[src/rtl/rrw_pkg.sv]
// ----------------------------------------------------------------------------
// rrw_pkg
// Shared types and constants for the reorder window: beat formats, result
// kinds, slot word layout and the sequencer states.
// ----------------------------------------------------------------------------
package rrw_pkg;

    localparam int CHANNELS_DEF = 8;
    localparam int WINDOW_DEF   = 32;

    localparam int SEQ_W  = 32;
    localparam int CH_W   = 8;
    localparam int SUB_W  = 8;
    localparam int PAY_W  = 32;
    localparam int SPAN_W = 8;

    typedef enum logic {
        OP_ACCEPT = 1'b0,
        OP_POP    = 1'b1
    } op_t;

    typedef enum logic [2:0] {
        KIND_ADVANCED = 3'd0,
        KIND_GAP      = 3'd1,
        KIND_POPPED   = 3'd2,
        KIND_NONE     = 3'd3,
        KIND_REJECT   = 3'd4
    } kind_t;

    typedef struct packed {
        op_t               operation;
        logic [CH_W-1:0]   channel;
        logic [SEQ_W-1:0]  sequence_req;
        logic [SUB_W-1:0]  subtype;
        logic [PAY_W-1:0]  payload;
    } req_t;

    typedef struct packed {
        kind_t             kind;
        logic [CH_W-1:0]   out_channel;
        logic [SEQ_W-1:0]  first_sequence;
        logic [SEQ_W-1:0]  last_sequence;
        logic [SUB_W-1:0]  out_subtype;
        logic [PAY_W-1:0]  out_payload;
        logic              last;
    } rsp_t;

    // one window slot as kept in the slot memory
    typedef struct packed {
        logic              present;
        logic [SEQ_W-1:0]  seq;
        logic [SUB_W-1:0]  sub;
        logic [PAY_W-1:0]  pay;
    } slot_t;

    localparam int SLOT_W = $bits(slot_t);

    typedef enum logic [3:0] {
        ST_CLEAR  = 4'd0,
        ST_IDLE   = 4'd1,
        ST_LOAD   = 4'd2,
        ST_SLOT   = 4'd3,
        ST_WALK   = 4'd4,
        ST_GAPCHK = 4'd5,
        ST_POP    = 4'd6,
        ST_POPRD  = 4'd7,
        ST_REJ    = 4'd8,
        ST_FIN    = 4'd9
    } state_t;

endpackage

[src/rtl/rrw_seqmod.sv]
// ----------------------------------------------------------------------------
// rrw_seqmod
// Sequence number modulo window size. Reciprocal multiply, then one
// conditional subtract. The product and the first remainder are registered.
// ----------------------------------------------------------------------------
module rrw_seqmod
    import rrw_pkg::*;
#(
    parameter int WINDOW = WINDOW_DEF,
    localparam int IW    = $clog2(WINDOW)
) (
    input  logic             clk,
    input  logic             en,
    input  logic [SEQ_W-1:0] x,
    output logic [IW-1:0]    idx
);

    // floor(2^32 / WINDOW): quotient estimate is low by at most one
    localparam logic [SEQ_W-1:0] RECIP = SEQ_W'(64'h1_0000_0000 / 64'(WINDOW));

    logic [2*SEQ_W-1:0] prod_reg;
    logic [SEQ_W-1:0]   x_reg;
    logic [IW:0]        r0_reg;
    logic [SEQ_W-1:0]   qw;
    logic [SEQ_W-1:0]   diff;

    always_ff @(posedge clk)
    begin
        if (en)
        begin
            prod_reg <= {{SEQ_W{1'b0}}, x} * {{SEQ_W{1'b0}}, RECIP};
            x_reg    <= x;
        end
        r0_reg <= diff[IW:0];
    end

    assign qw   = SEQ_W'(prod_reg[2*SEQ_W-1:SEQ_W] * SEQ_W'(WINDOW));
    assign diff = x_reg - qw;   // below 2*WINDOW

    assign idx = (r0_reg >= (IW+1)'(WINDOW)) ? IW'(r0_reg - (IW+1)'(WINDOW))
                                              : r0_reg[IW-1:0];

endmodule

[config.mk]
export PLATFORM = sky130hd
export DESIGN_NAME = rrw_seqmod
export DESIGN_NICKNAME = d
export VERILOG_FILES = /design/src/rtl/rrw_pkg.sv /design/src/rtl/rrw_seqmod.sv
export SDC_FILE = /design/constraint.sdc
export NUM_CORES = 1
export LEC_CHECK = 0
export BUFFER_PORTS_ARGS = -buffer_cell sky130_fd_sc_hd__buf_2
export CAP_MARGIN = 10
export CORE_AREA = 4 4 41 43
export DETAILED_ROUTE_END_ITERATION = 8
export DIE_AREA = 0 0 45 47
export GPL_ROUTABILITY_DRIVEN = 0
export PLACE_DENSITY = 0.6
export SLEW_MARGIN = 20
export SYNTH_ARGS = -nofsm -noshare
export SYNTH_HDL_FRONTEND = slang
export SYNTH_SLANG_ARGS = --single-unit
[constraint.sdc]
create_clock -name clk -period 0.8 [get_ports clk]
set_input_delay 0.08 -clock clk [delete_from_list [all_inputs] [get_ports clk]]
set_output_delay 0.08 -clock clk [all_outputs]
set_load 0.005 [all_outputs]
Yosys cells after proc, flatten, opt, wreduce, memory -nomap -nowiden
Index checks and enable logic that the tools add are counted.

operators by class
  add/subtract/negate cells = 2
  magnitude comparators = 1
  muxes and demuxes = 1

operators with widths
  operator                                           number
  >= comparator 6 bit (second input constant)        1
  subtractor 6 bit                                   1
  2-to-1 mux 5 bit                                   1
  subtractor 5 x 1 -> 5 bit (second input constant)  1

storage, ports and cells
  register bits = 12
  input port bits = 34
  word-level logic and storage cells = 6

Logic depth before layout (Yosys ltp)
  word-level depth = 2
  gate-level depth with buffers = 0

Worst setup path before layout
No wires, ideal clock.

  path kind = reg-to-reg
  start = register, netlist name prod_reg[27]
  end = register r0_reg[0]
  setup time = 127 ps
  arrival = 323 ps
  setup slack = 350 ps
  cell stages (with the launch flop) = 1
  buffers on the path = 0
  path through = edfxtp_1

RTL lines
  item                  line              source
  end signal, assigned  rrw_seqmod.sv:34  r0_reg <= diff[IW:0];
  end, declared         rrw_seqmod.sv:23  logic [IW:0] r0_reg;

Worst setup path after layout
  start = register r0_reg[2]
  end = output idx[2]

between the ends
  cells in the longest elaborated chain, start to end = 2

RTL lines
  item                                                              line              source
  subtractor 5 x 1 -> 5 bit or >= comparator 6 bit (tied branches)  rrw_seqmod.sv:40  assign idx = (r0_reg >= (IW+1)'(WINDOW)) ? IW'(r0_reg - (IW+1)'(WINDOW))
  2-to-1 mux 5 bit (*)                                              rrw_seqmod.sv:40
  end, declared                                                     rrw_seqmod.sv:15  output logic [IW-1:0] idx

Every way passes the cells marked *; elsewhere a longest branch is shown, timed or not.

==> metrics.yaml <==
ys_ff_latch: 10
fin_util_pct: 30.8
cts-htree-levels: 1
arrival_ns: 0.66
cts_sinks: 10
yosysWarnings: 0
critPathMaxFanout: 1
power_frac_comb_pct: 5.9
cts-hold-fix-buffers: 5
wire_per_inst_um: 8.07
cts_buffers: 3
hold_violations: 0
ys_top_cells_by_area: "edfxtp_1, dfxtp_1"
seq_area_frac_synth_pct: 100
yosysTopAreaCell: "edfxtp_1"
worstMarginPinSlew_ns: 0.112
pwr-share-seq_pct: 59.4
antenna_found_initial: 0
drv_slew: 0
clk_latency_ns: 0.26
path_delay_family: "flip-flops"
p_leak_nw: 0.170
skew_ns: 0.00860
max_stage_delay_ns: 0.30
clk_pin_slew_ns: 0.06
grt_pass1_vias: 153
dp_cells: 36
core_mm2: 0.00130
min_period_over_period_pct: 92.6
post_cts_buffers: 0
rsz0062_at_grt: "false"
fin_tns_setup_ns: 0
slowest_stage: "dfxtp_1"
synth_top_area_share_pct: 60.0
synth.distinct_cells: 2
report.power.total_mw: 0.989
drt_wl_total_um: 363
vias_per_cell: 3.24
start_util_pct: 19.2
grtUsageMet2_pct: 6.21
grt_overflow_total: 0
powerDensity_mw_per_mm2: 2470
power_frac_clock_pct: 34.7
cts_max_path_buffers: 2
max_slew_margin_pct: 92.5
switching_share_pct: 18.1
status: "complete, no violations"
route.detailed.drc: 0
dr.pass1.iters: 1
fp.dieH_um: 47
multi_input_comb_area_um2: 0
p_int_mw: 0.810
grt_max_degree: 7
ir_drop_mv: 1.13
fin_crit_ns: 0.741
fmax_ghz: 1.35
syn_area_per_cell_um2: 25.0
port_buffers: 11
cts_resized: 0
synth_fp_nets: 44
busiest_layer: "met3"
use_met3_pct: 8.05
maxCapViolCount: 0
via_count: 146
synthesis.instances: 10
crit_path_end_kind: "output port"
ant_nets: 0
root_buffer: "clkbuf_4"
setup_viol: 0
die_w_um: 45
diodes: 0
net-switching-power_mw: 0.179
cp-start-kind: "register"
n_fill_cell: 139
use_met1_pct: 2.58
rows: 13
critical_path_class: "reg2out"
track_usage_pct: 5.03
synth_area_um2: 250
instances_no_fill: 45
cts_tree: "done"
fin_nets: 65
comb.multi_input.count: 0
cp_num_buf_inv: 1
grt_pass1_wl_um: 593
cp.required_ns: 0.72
path_cells: "buf_2"
ios: 39
die-area_mm2: 0.00212
hp-class: "in2reg"
drtIter0Drc: 0
drive_above_1_share_pct: 46.7
area_growth_pct: 60.0
per-layer routing:
metal  vias up  share of wire [%]
li1         75                  -
met1        55                 35
met2        16                 39
met3         0                 26
met4         0                  0
met5         -                  0
layout make-up:
class	instances	area [um2]	share of cell area (%)
tap	15	18.8	4.69
sequential	10	250	62.5
clock buffer	4	26.3	6.56
timing repair buffer	16	105	26.3
cells in the mapped netlist:
cell      instances
dfxtp_1           5
edfxtp_1          5
placed cells by master, fill, tap and decap left out:
| master | instances |
|---|---|
| buf_2 | 11 |
| dlygate4sd3_1 | 5 |
| edfxtp_1 | 5 |
| dfxtp_1 | 5 |
| clkbuf_4 | 3 |
| clkbuf_1 | 1 |
power groups by stage:
stage / clock (mW) / sequential (mW) / combinational, mW
floorplan: 0 / 0.602 / 0
global placement: 0 / 0.598 / 0.0392
detailed placement: 0 / 0.600 / 0.0406
CTS: 0.363 / 0.589 / 0.0587
global route: 0.400 / 0.591 / 0.0652
finish: 0.343 / 0.588 / 0.0581
final timing paths:
check	slack (ns)	end	cells after the start	start
min	0.1	prod_reg[31]	1	en
max	0.06	idx[2]	1	r0_reg[2]
max reg2reg	0.30	r0_reg[3]	0	prod_reg[30]
min reg2reg	0.35	r0_reg[1]	0	prod_reg[28]
kinds of logic after synthesis:
group	after synthesis	synth area share, %
flip-flops	10	100
stage by stage:
stage	area (um2)	setup slack, ns	hold slack (ns)
global placement	324	0.291	0.258
detailed placement	324	0.276	0.259
global route	400	0.0112	0.0870
CTS	400	0.0447	0.0845
finish	400	0.0590	0.0967
floorplan	250	0.350	0.179
Note: power is estimated with default switching activity, not from simulation.
