===== src/rtl/rrw_ram.sv =====
// ----------------------------------------------------------------------------
// rrw_ram
// Generic simple dual-port RAM: one write port, one read port, registered
// read data that holds while the read enable is low.
// ----------------------------------------------------------------------------
module rrw_ram #(
    parameter int WIDTH = 8,
    parameter int DEPTH = 16,
    localparam int AW   = (DEPTH > 1) ? $clog2(DEPTH) : 1
) (
    input  logic             clk,
    input  logic             we,
    input  logic [AW-1:0]    waddr,
    input  logic [WIDTH-1:0] wdata,
    input  logic             re,
    input  logic [AW-1:0]    raddr,
    output logic [WIDTH-1:0] rdata
);

    logic [WIDTH-1:0] mem [DEPTH];
    logic [WIDTH-1:0] rdata_reg;

    always_ff @(posedge clk)
    begin
        if (we)
        begin
            mem[waddr] <= wdata;
        end
        if (re)
        begin
            rdata_reg <= mem[raddr];
        end
    end

    assign rdata = rdata_reg;

endmodule


===== config.mk =====
export PLATFORM = sky130hd
export DESIGN_NAME = rrw_ram
export DESIGN_NICKNAME = d
export VERILOG_FILES = /design/src/rtl/rrw_ram.sv
export SDC_FILE = /design/constraint.sdc
export NUM_CORES = 1
export LEC_CHECK = 0
export BUFFER_PORTS_ARGS = -buffer_cell sky130_fd_sc_hd__buf_2
export CAP_MARGIN = 20
export CELL_PAD_IN_SITES_DETAIL_PLACEMENT = 1
export CELL_PAD_IN_SITES_GLOBAL_PLACEMENT = 1
export CORE_UTILIZATION = 57
export DETAILED_ROUTE_END_ITERATION = 7
export PLACE_DENSITY_LB_ADDON = 0.1
export SYNTH_ARGS = -nofsm -noshare
export SYNTH_HDL_FRONTEND = slang
export SYNTH_SLANG_ARGS = --single-unit

===== constraint.sdc =====
create_clock -name clk -period 4.2 [get_ports clk]
set_clock_uncertainty 0.05 [all_clocks]
set_input_delay 0.42 -clock clk [delete_from_list [all_inputs] [get_ports clk]]
set_output_delay 0.42 -clock clk [all_outputs]
set_load 0.03 [all_outputs]

* Yosys cells after proc, flatten, opt, wreduce, memory -nomap -nowiden
Memory sizes are Yosys's and may differ from the RTL's. A register that Yosys moved wholly into a read port is not among the register bits. Index checks and enable logic that the tools add are counted.
Cells by class: muxes and demuxes 2
Operator list (count):
- $mux 1 | 2
Storage, ports and cells: register bits 0, memory bits (writable) 128, input port bits 19, output and inout port bits 8, logic and storage cells 3, memories kept 1
Memory list:
- mem | words 16, bits a word 8, read ports 1, clocked after memory_dff 1, write ports 1, RTL line 20 | logic [WIDTH-1:0] mem [DEPTH];

* Longest topological paths before layout
Gate-level depths: netlist (run 1).
depth in word-level cells 2, mapped depth 5, mapped depth without buffers 3

* Worst setup path after synthesis (run 1)
Ideal clock, no wire load.
path type input-to-reg, start point in waddr[2], end point mem mem[0][0] (enable), arrival time 1530 ps, path slack 2237 ps, stages on the path 2, buffers on the path 0, path through or3b_2 > nor3_1
RTL lines:
- from (decl) | RTL line 13 | input logic [AW-1:0] waddr,
- to (decl) | RTL line 20
Straight into the memory's write port.

==> run_results.csv, run 1 <==
group,metric,value,unit
clock_network,worstSkewPairLatency,0.51,ns
clock_network,cts_tree,"built",
cells_and_area,stdcell_area,6030,um2
grt,grt_pass1_vias,2608,
cells_and_area,largest_register_ffs,128,
timing,worstMarginPinSlew,0.927,ns
synth,synth_most_common_cell,"edfxtp_1",
placement,dp_hpwl,6.51,mm
timing,hold_viol,0,
synth,synth_top_family_by_area,"multiplexers",
clock_network,cts.path.max_buffers,2,
synth,syn_area_per_cell,22.8,um2
drt,postRouteAntennaNets,0,
cells_and_area,diodes,0,
synth,synth.top_cells.by_count,"136 x edfxtp_1, 18 x mux4_2, 16 x a22oi_1",
worst_setup_path,crit_chain,"buf_2, buf_12, mux4_1, a22oi_1, nand2_1",
placement,place.gp.congestion,0.712,
power,powerDensity,520,nW/um2
drt,first_pass_iters,6,
worst_setup_path,worst_path_dominant_cell_family,"multiplexers",
drt,dr.max_layer_used,"met4",
cells_and_area,drive_gt1_share,28.1,%
worst_setup_path,reg2reg_from,"mem[5][2]",
clock_network,clkSinkCount,136,
synth,synth_top_area_share,78.1,%
placement,portBuffers,26,
hold_path,hp-class,"input port to register",
hold_path,worstHoldPathCells,1,
worst_setup_path,slowest_stage,"mux4_1",
timing,fmax,0.575,GHz
outcome,violations,"DRC",
drt,wl_met2,5.39,mm
synth,synth.distinct_cells,18,
worst_setup_path,reg2reg_depth,3,
synth,yosysWarningCount,0,
synth,synth_edf_count,136,
worst_setup_path,cpPeakStageDelay,0.65,ns
outcome,outcome,"finished with violations",
clock_network,cts_buffers,17,
cells_and_area,synthToLayoutAreaGrowth,15.4,%
synth,synth_ff_type,"edfxtp_1",
synth,yosysSeqAreaShare,78.1,%
timing,timing.final.crit_share,41.4,%
worst_setup_path,worstPathMaxFanout,27,
cells_and_area,finalNetCount,288,
clock_network,root_buffer,"clkbuf_8",
clock_network,cts.clk_slew.worst_paths,0.06,ns
timing,min_period,1.74,ns
clock_network,holdBufCountCts,0,
clock_network,cts_max_level,4,
drt,wl_per_cell,28.2,um
worst_setup_path,start_kind,"input port",
synth,syn_area,5230,um2
synth,yosys.area.top_type,"edfxtp_1",
synth,synthCells,229,
clock_network,cts_setup_buffers,0,
synth,synth_xor_area_share,0,%
drt,drt_iter0_markers,187,
synth,synthSimpleGateAreaFrac,3.14,%
drt,vias,2472,
drt,drc,7,
floorplanning,io_pins,27,
timing,rsz0062_at_grt,"false",
grt,track_usage,25.4,%
clock_network,ctsResizeCount,0,
synth,synthAdderAreaFrac,0,%
hold_path,worstHoldEndpoint,"rdata[1]",
drt,met3_length,498,um
grt,grt_pass1_wl,16.4,mm
worst_setup_path,r2r-end,"rdata[2]",
run,drv_cap,0,
floorplanning,rows,34,
power,p_leak,2.01,nW
floorplanning,die_w,97.8,um
worst_setup_path,reg2reg_slack,2.54,ns
timing,slew_headroom,38.0,%
synth,netlist_top_cells_area,"edfxtp_1 78%, mux4_2 7.8%, mux4_1 7.0%",
worst_setup_path,cp_data_required_time,4.40,ns
drt,drt-met1-wl,4.90,mm
timing,final-setup-viol-count,0,
synth,synth_compound_area_share,2.30,%
floorplanning,die_h,97.8,um
synth,synthMuxAreaShare,14.8,%
floorplanning,dieArea,9560,um2
grt,grt_max_degree,33,
worst_setup_path,end_kind,"register",
synth,synth_fp_nets,248,
grt,grt_antenna_before_repair,0,
worst_setup_path,crit_arrival,1.94,ns
grt,overflow,0,
floorplanning,initial_core_util,59.4,%
drt,route.final.wire_length,11.0,mm
timing,fin_tns_setup,0,ns
synth,ys_ff_latch,136,
worst_setup_path,crit_type,"input port to register",
synth,async_flop_share,0,%
hold_path,hold_start,"re",
floorplanning,core,8810,um2
worst_setup_path,worst-path-buf-inv,2,
cells_and_area,fill_cells,696,
timing,slew_violations,0,
placement,post_dp_cell_area,5440,um2
drt,viasPerCell,6.35,
power,max-vdd-ir-drop,0.000352,V
-- worst max path at each step --
stage	startpoint	end	slack, ns	cells past startpoint
floorplan	waddr[2]	mem[0][0]	2.24	2
global placement	raddr[0]	rdata[2]	1.56	4
detailed placement	raddr[0]	rdata[2]	1.52	4
CTS	raddr[0]	rdata[2]	2.04	4
global route	raddr[0]	rdata[0]	2.43	5
finish	raddr[0]	rdata[0]	2.46	5
-- layout make-up --
class | instances | area, um2 | share of cell area, %
well taps | 108 | 135 | 2.24
clock buffers | 18 | 418 | 6.93
flip-flops and latches | 136 | 4080 | 67.7
clock inverters | 13 | 156 | 2.59
multi-input cells | 83 | 1060 | 17.5
repair buffers | 31 | 180 | 2.99
-- cells by family after synthesis --
group / count (synthesis)
flops: 136
simple gates: 35
mux: 32
compound gates: 16
buf+inv: 10
-- worst reg2reg max path, cell delays in order (launching register included) --
cell and delay (ns):
edfxtp_1 0.41, mux4_1 0.58, a22oi_1 0.28, nand2_1 0.09
-- placed cells by master, fill, tap and decap left out, types with 3 or more instances in the layout --
master | synthesis | layout
clkinv_2 | 0 | 3
nor2_1 | 13 | 13
nor3_1 | 4 | 4
mux4_2 | 18 | 18
edfxtp_1 | 136 | 136
bufinv_16 | 0 | 3
buf_2 | 3 | 26
buf_4 | 1 | 4
a22oi_1 | 16 | 16
clkbuf_16 | 0 | 16
clkinvlp_4 | 0 | 4
mux4_1 | 14 | 14
nand2_1 | 9 | 9
-- power by group --
part | internal (W) | leakage (nW) | total (W) | switching (W)
clock network | 0.000896 | 0.270 | 0.00144 | 0.000545
logic | 0.0000557 | 0.504 | 0.000154 | 0.0000984
registers | 0.00153 | 1.24 | 0.00154 | 0.00000849
total | 0.00248 | 2.01 | 0.00313 | 0.000652
-- metal layers --
metal,GRT usage [%],vias up
met2,39.7,97
met1,36.6,1301
li1,-,1058
met4,8.39,0
met5,0,-
met3,5.44,16
-- metrics by stage --
| stage | utilization (%) | hold WS (ns) | worst slack [ns] | total power, W | cells |
|---|---|---|---|---|---|
| finish | 68.5 | 0.222 | 2.46 | 0.00313 | 389 |
| global route | 68.5 | 0.208 | 2.43 | 0.00321 | 389 |
| CTS | 68.3 | 0.211 | 2.04 | 0.00315 | 388 |
| detailed placement | 61.7 | 0.701 | 1.52 | 0.00172 | 357 |
| global placement | 61.7 | 0.682 | 1.56 | 0.00171 | 357 |
| floorplan | - | 0.469 | 2.24 | 0.00165 | 229 |
(Power assumes the default switching activity.)
==> inputs of run 2 (changes only) <==
- CORE_UTILIZATION: 57 -> 48
- clock period: 4.2 -> 1.4 ns (I/O delays scaled with it)
==> run_results.csv, run 2 (same netlist as run 1, synthesis figures left out) <==
group,metric,value,unit
clock_network,clkSinkCount,136,
worst_setup_path,start_kind,"register",
worst_setup_path,crit_arrival,1.76,ns
power,max-vdd-ir-drop,0.000916,V
hold_path,worstHoldEndpoint,"mem[2][6]",
timing,worstMarginPinSlew,0.781,ns
cells_and_area,layout_commonest_cell,"edfxtp_1",
drt,route.final.wire_length,11.2,mm
grt,grt_max_degree,19,
timing,slew_violations,0,
cells_and_area,diodes,0,
cells_and_area,finalNetCount,328,
clock_network,worstSkewPairLatency,0.52,ns
cells_and_area,final_cell_mix,"136 x edfxtp_1, 34 x buf_4, 31 x mux4_2, 26 x buf_2, 16 x clkbuf_16",
cells_and_area,instances_no_fill,458,
run,drv_cap,0,
floorplanning,die_w,106,um
clock_network,cts_setup_buffers,0,
hold_path,hp-class,"input port to register",
timing,timing.final.crit_share,110,%
clock_network,cts_buffers,17,
outcome,violations,"setup timing",
timing,final-setup-viol-count,8,
grt,overflow,0,
floorplanning,core,10500,um2
cells_and_area,stdcell_area,6380,um2
clock_network,cts_tree,"built",
placement,dp_hpwl,7.11,mm
grt,grt_pass1_wl,17.2,mm
worst_setup_path,cp_data_required_time,1.62,ns
placement,post_dp_cell_area,5720,um2
worst_setup_path,r2r-end,"rdata[2]",
timing,timing.final.ws_setup,-0.143,ns
floorplanning,die_h,106,um
drt,viasPerCell,5.61,
worst_setup_path,worstPathMaxFanout,1,
timing,slew_headroom,47.8,%
drt,first_pass_iters,5,
cells_and_area,synthToLayoutAreaGrowth,22.1,%
timing,hold_viol,0,
hold_path,worstHoldPathCells,1,
cells_and_area,fill_cells,917,
placement,portBuffers,26,
placement,place.gp.congestion,0.752,
hold_path,hold_start,"wdata[6]",
floorplanning,dieArea,11300,um2
floorplanning,rows,37,
power,p_leak,2.16,nW
floorplanning,initial_core_util,50.0,%
timing,fmax,0.648,GHz
clock_network,cts.path.max_buffers,2,
grt,track_usage,22.3,%
worst_setup_path,reg2reg_depth,4,
grt,grt_pass1_vias,2766,
cells_and_area,largest_register_ffs,128,
clock_network,cts.clk_slew.worst_paths,0.06,ns
worst_setup_path,reg2reg_slack,-0.14,ns
worst_setup_path,reg2reg_from,"mem[3][2]",
worst_setup_path,crit_type,"register to register",
drt,vias,2569,
timing,rsz0062_at_grt,"true",
grt,grt_antenna_before_repair,0,
drt,wl_per_cell,24.4,um
drt,drc,0,
clock_network,root_buffer,"clkbuf_8",
drt,drt_iter0_markers,133,
clock_network,cts_max_level,4,
timing,min_period,1.54,ns
drt,postRouteAntennaNets,0,
outcome,outcome,"finished with violations",
cells_and_area,drive_gt1_share,39.4,%
placement,dp.cells,419,
power,powerDensity,1470,nW/um2
floorplanning,io_pins,27,
worst_setup_path,end_kind,"register",
run 2: cell count changes in the layout (fill, tap and decap cells not counted), moves of 5 or more:
| cell | before | now |
|---|---|---|
| a22oi_1 | 16 | 9 |
| mux4_1 | 14 | 1 |
| buf_4 | 4 | 34 |
| clkinv_1 | 1 | 6 |
| a22oi_2 | 0 | 7 |
| mux4_2 | 18 | 31 |
| dlygate4sd3_1 | 0 | 8 |
run 2: cell type report:
cell class	instances	area [um2]	area share, %
flip-flops and latches	136	4080	64.0
multi-input cells	83	1050	16.4
repair buffers	71	526	8.23
clock buffers	19	422	6.60
well taps	136	170	2.67
clock inverters	13	135	2.12
run 2: stage by stage:
| stage | setup TNS [ns] | hold WS [ns] | util, % | total power [W] | worst slack [ns] |
|---|---|---|---|---|---|
| after CTS | -0.758 | 0.0121 | 61.0 | 0.00948 | -0.149 |
| after detailed placement | -5.05 | 0.471 | 54.7 | 0.00523 | -0.510 |
| after floorplan | -1.68 | 0.189 | - | 0.00498 | -0.0561 |
| final | -0.642 | 0.0295 | 61.0 | 0.00939 | -0.143 |
| after global routing | -0.986 | 0.0161 | 61.0 | 0.00967 | -0.182 |
| after global placement | -4.06 | 0.483 | 54.7 | 0.00522 | -0.474 |
run 2: worst max-delay path, stage by stage, from the launching register on:
cell	delay (ns)
edfxtp_1	0.36
mux4_2	0.49
a22oi_2	0.19
buf_4	0.15
nand2_1	0.05
run 2: worst max-delay path by stage:
stage / from / to / slack (ns)
after CTS: mem[3][2] / rdata[2] / -0.15
after global routing: mem[14][6] / rdata[6] / -0.18
after floorplan: waddr[2] / mem[3][0] / -0.06
after global placement: raddr[0] / rdata[6] / -0.47
after detailed placement: raddr[0] / rdata[6] / -0.51
final: mem[3][2] / rdata[2] / -0.14
run 2: repair_timing:
action | in CTS | in global routing
hold buffers | 8 | 0
hold endpoints to repair | 120 | 0
pin swaps | 6 | 2
gates resized for setup | 8 | 0
setup endpoints to repair | 8 | 8
cloned | 0 | 0
run 2: power breakdown:
part           internal, W  leakage, nW  switching [W]
sequential         0.00459         1.24      0.0000238
combinational     0.000241        0.658       0.000316
clock              0.00266        0.270        0.00156
run 2: layer usage:
metal	vias up	part of all wire, %	global-route usage, %
met2	59	49	34.3
met1	1370	46	31.2
met5	-	0	0
li1	1128	-	-
met3	12	4.0	6.38
met4	0	0.95	6.35
==> inputs of run 3 (changes only) <==
- CORE_UTILIZATION: 48 -> 36
==> run_results.csv, run 3 (same netlist as run 1, synthesis figures left out) <==
group,metric,value,unit
outcome,outcome,"finished with violations",
drt,drt_iter0_markers,182,
hold_path,hp-class,"input port to register",
power,p_leak,2.15,nW
cells_and_area,fill_cells,1312,
worst_setup_path,cp_data_required_time,1.51,ns
grt,grt_util_met1,23.2,%
floorplanning,initial_core_util,37.2,%
worst_setup_path,reg2reg_slack,-0.12,ns
worst_setup_path,worst-path-buf-inv,1,
worst_setup_path,start_kind,"register",
worst_setup_path,worstPathMaxFanout,1,
timing,final-setup-viol-count,8,
cells_and_area,diodes,0,
worst_setup_path,slowest_stage,"mux4_2",
timing,timing.final.ws_setup,-0.122,ns
floorplanning,die_w,123,um
grt,grt_max_degree,21,
grt,grt_pass1_vias,2779,
timing,slew_violations,0,
clock_network,cts_max_level,4,
clock_network,cts_buffers,17,
drt,wl_per_cell,22.8,um
placement,place.gp.congestion,0.705,
floorplanning,dieArea,15000,um2
cells_and_area,synthToLayoutAreaGrowth,22.0,%
power,finalPower,0.00948,W
grt,overflow,0,
power,max-vdd-ir-drop,0.000757,V
grt,track_usage,17.2,%
worst_setup_path,cpPeakStageDelay,0.48,ns
run,drv_cap,0,
timing,fmax,0.657,GHz
clock_network,cts.path.max_buffers,2,
grt,grt_antenna_before_repair,0,
grt,gr-usage-met2,26.4,%
timing,worstMarginPinSlew,0.950,ns
drt,first_pass_iters,4,
grt,grt_pass1_wl,17.3,mm
drt,postRouteAntennaNets,0,
cells_and_area,largest_register_ffs,128,
cells_and_area,finalNetCount,321,
drt,drc,0,
worst_setup_path,crit_chain,"mux4_2, a22oi_2, buf_4, nand2_2",
grt,use_met3,5.39,%
clock_network,cts_setup_buffers,0,
grt,top_usage_layer,"met2",
placement,dp_hpwl,7.33,mm
timing,rsz0062_at_grt,"true",
floorplanning,core,14000,um2
cells_and_area,register_area,4080,um2
floorplanning,die_h,123,um
drt,viasPerCell,5.08,
hold_path,worstHoldPathCells,1,
floorplanning,io_pins,27,
clock_network,worstSkewPairLatency,0.41,ns
worst_setup_path,end_kind,"register",
worst_setup_path,worst_path_dominant_cell_family,"multiplexers",
placement,portBuffers,26,
cells_and_area,drive_gt1_share,41.6,%
worst_setup_path,crit_type,"register to register",
worst_setup_path,path_depth,4,
placement,preCtsSetupSlack,-0.305,ns
timing,slew_headroom,36.5,%
floorplanning,rows,43,
drt,vias,2514,
cells_and_area,layout_commonest_cell,"edfxtp_1",
clock_network,cts.clk_slew.worst_paths,0.05,ns
cells_and_area,final_cell_mix,"136 x edfxtp_1, 34 x buf_4, 32 x mux4_2, 26 x buf_2, 17 x clkbuf_16",
cells_and_area,multi_input_area,1040,um2
timing,timing.final.crit_share,109,%
timing,fin_tns_setup,-0.522,ns
worst_setup_path,crit_arrival,1.64,ns
power,powerDensity,1490,nW/um2
timing,min_period,1.52,ns
clock_network,clkSinkCount,136,
worst_setup_path,reg2reg_depth,4,
drt,route.final.wire_length,11.3,mm
outcome,violations,"setup timing",
clock_network,root_buffer,"clkbuf_16",
timing,whs,0.0644,ns
clock_network,cts_tree,"built",
timing,hold_viol,0,
[run 3: cell count changes in the layout (fill, tap and decap cells not counted), sizes merged]
cell,change
buf,+1
clkinv,+1
clkinvlp,-1
dlygate4sd3,-8
[run 3: report_power, final]
| part | switching (W) | internal (W) |
|---|---|---|
| clock network | 0.00158 | 0.00275 |
| registers | 0.0000270 | 0.00459 |
| logic | 0.000300 | 0.000225 |
| total | 0.00191 | 0.00757 |
[run 3: final cells by class]
class	count	area share, %
clock buffers	19	6.79
flip-flops and latches	136	64.0
repair buffers	64	7.30
clock inverters	13	2.12
multi-input cells	83	16.3
well taps	180	3.53
[run 3: worst paths after layout]
check,start,end
worst max-delay path,mem[1][1],rdata[1]
worst min-delay path,re,rdata[7]
worst max register to register,mem[1][1],rdata[1]
worst min register to register,mem[12][0],rdata[0]
[run 3: stage by stage]
step | instances | utilization, % | area (um2)
after global placement | 463 | 41.2 | 5790
after detailed placement | 463 | 41.2 | 5790
after floorplan | 229 | - | 5220
after CTS | 495 | 45.3 | 6370
after global routing | 495 | 45.4 | 6380
final | 495 | 45.4 | 6380
[run 3: layer usage]
metal	wire length, um	vias up	part of all wire, %
li1	-	1115	-
met1	5340	1344	47
met2	5430	44	48
met3	410	11	3.6
met4	131	0	1.2
met5	0	-	0
[run 3: timing repair]
item,CTS,global route
hold buffers,0,0
gates resized for setup,4,5
pin swaps,0,2
endpoints found under the setup margin,8,8
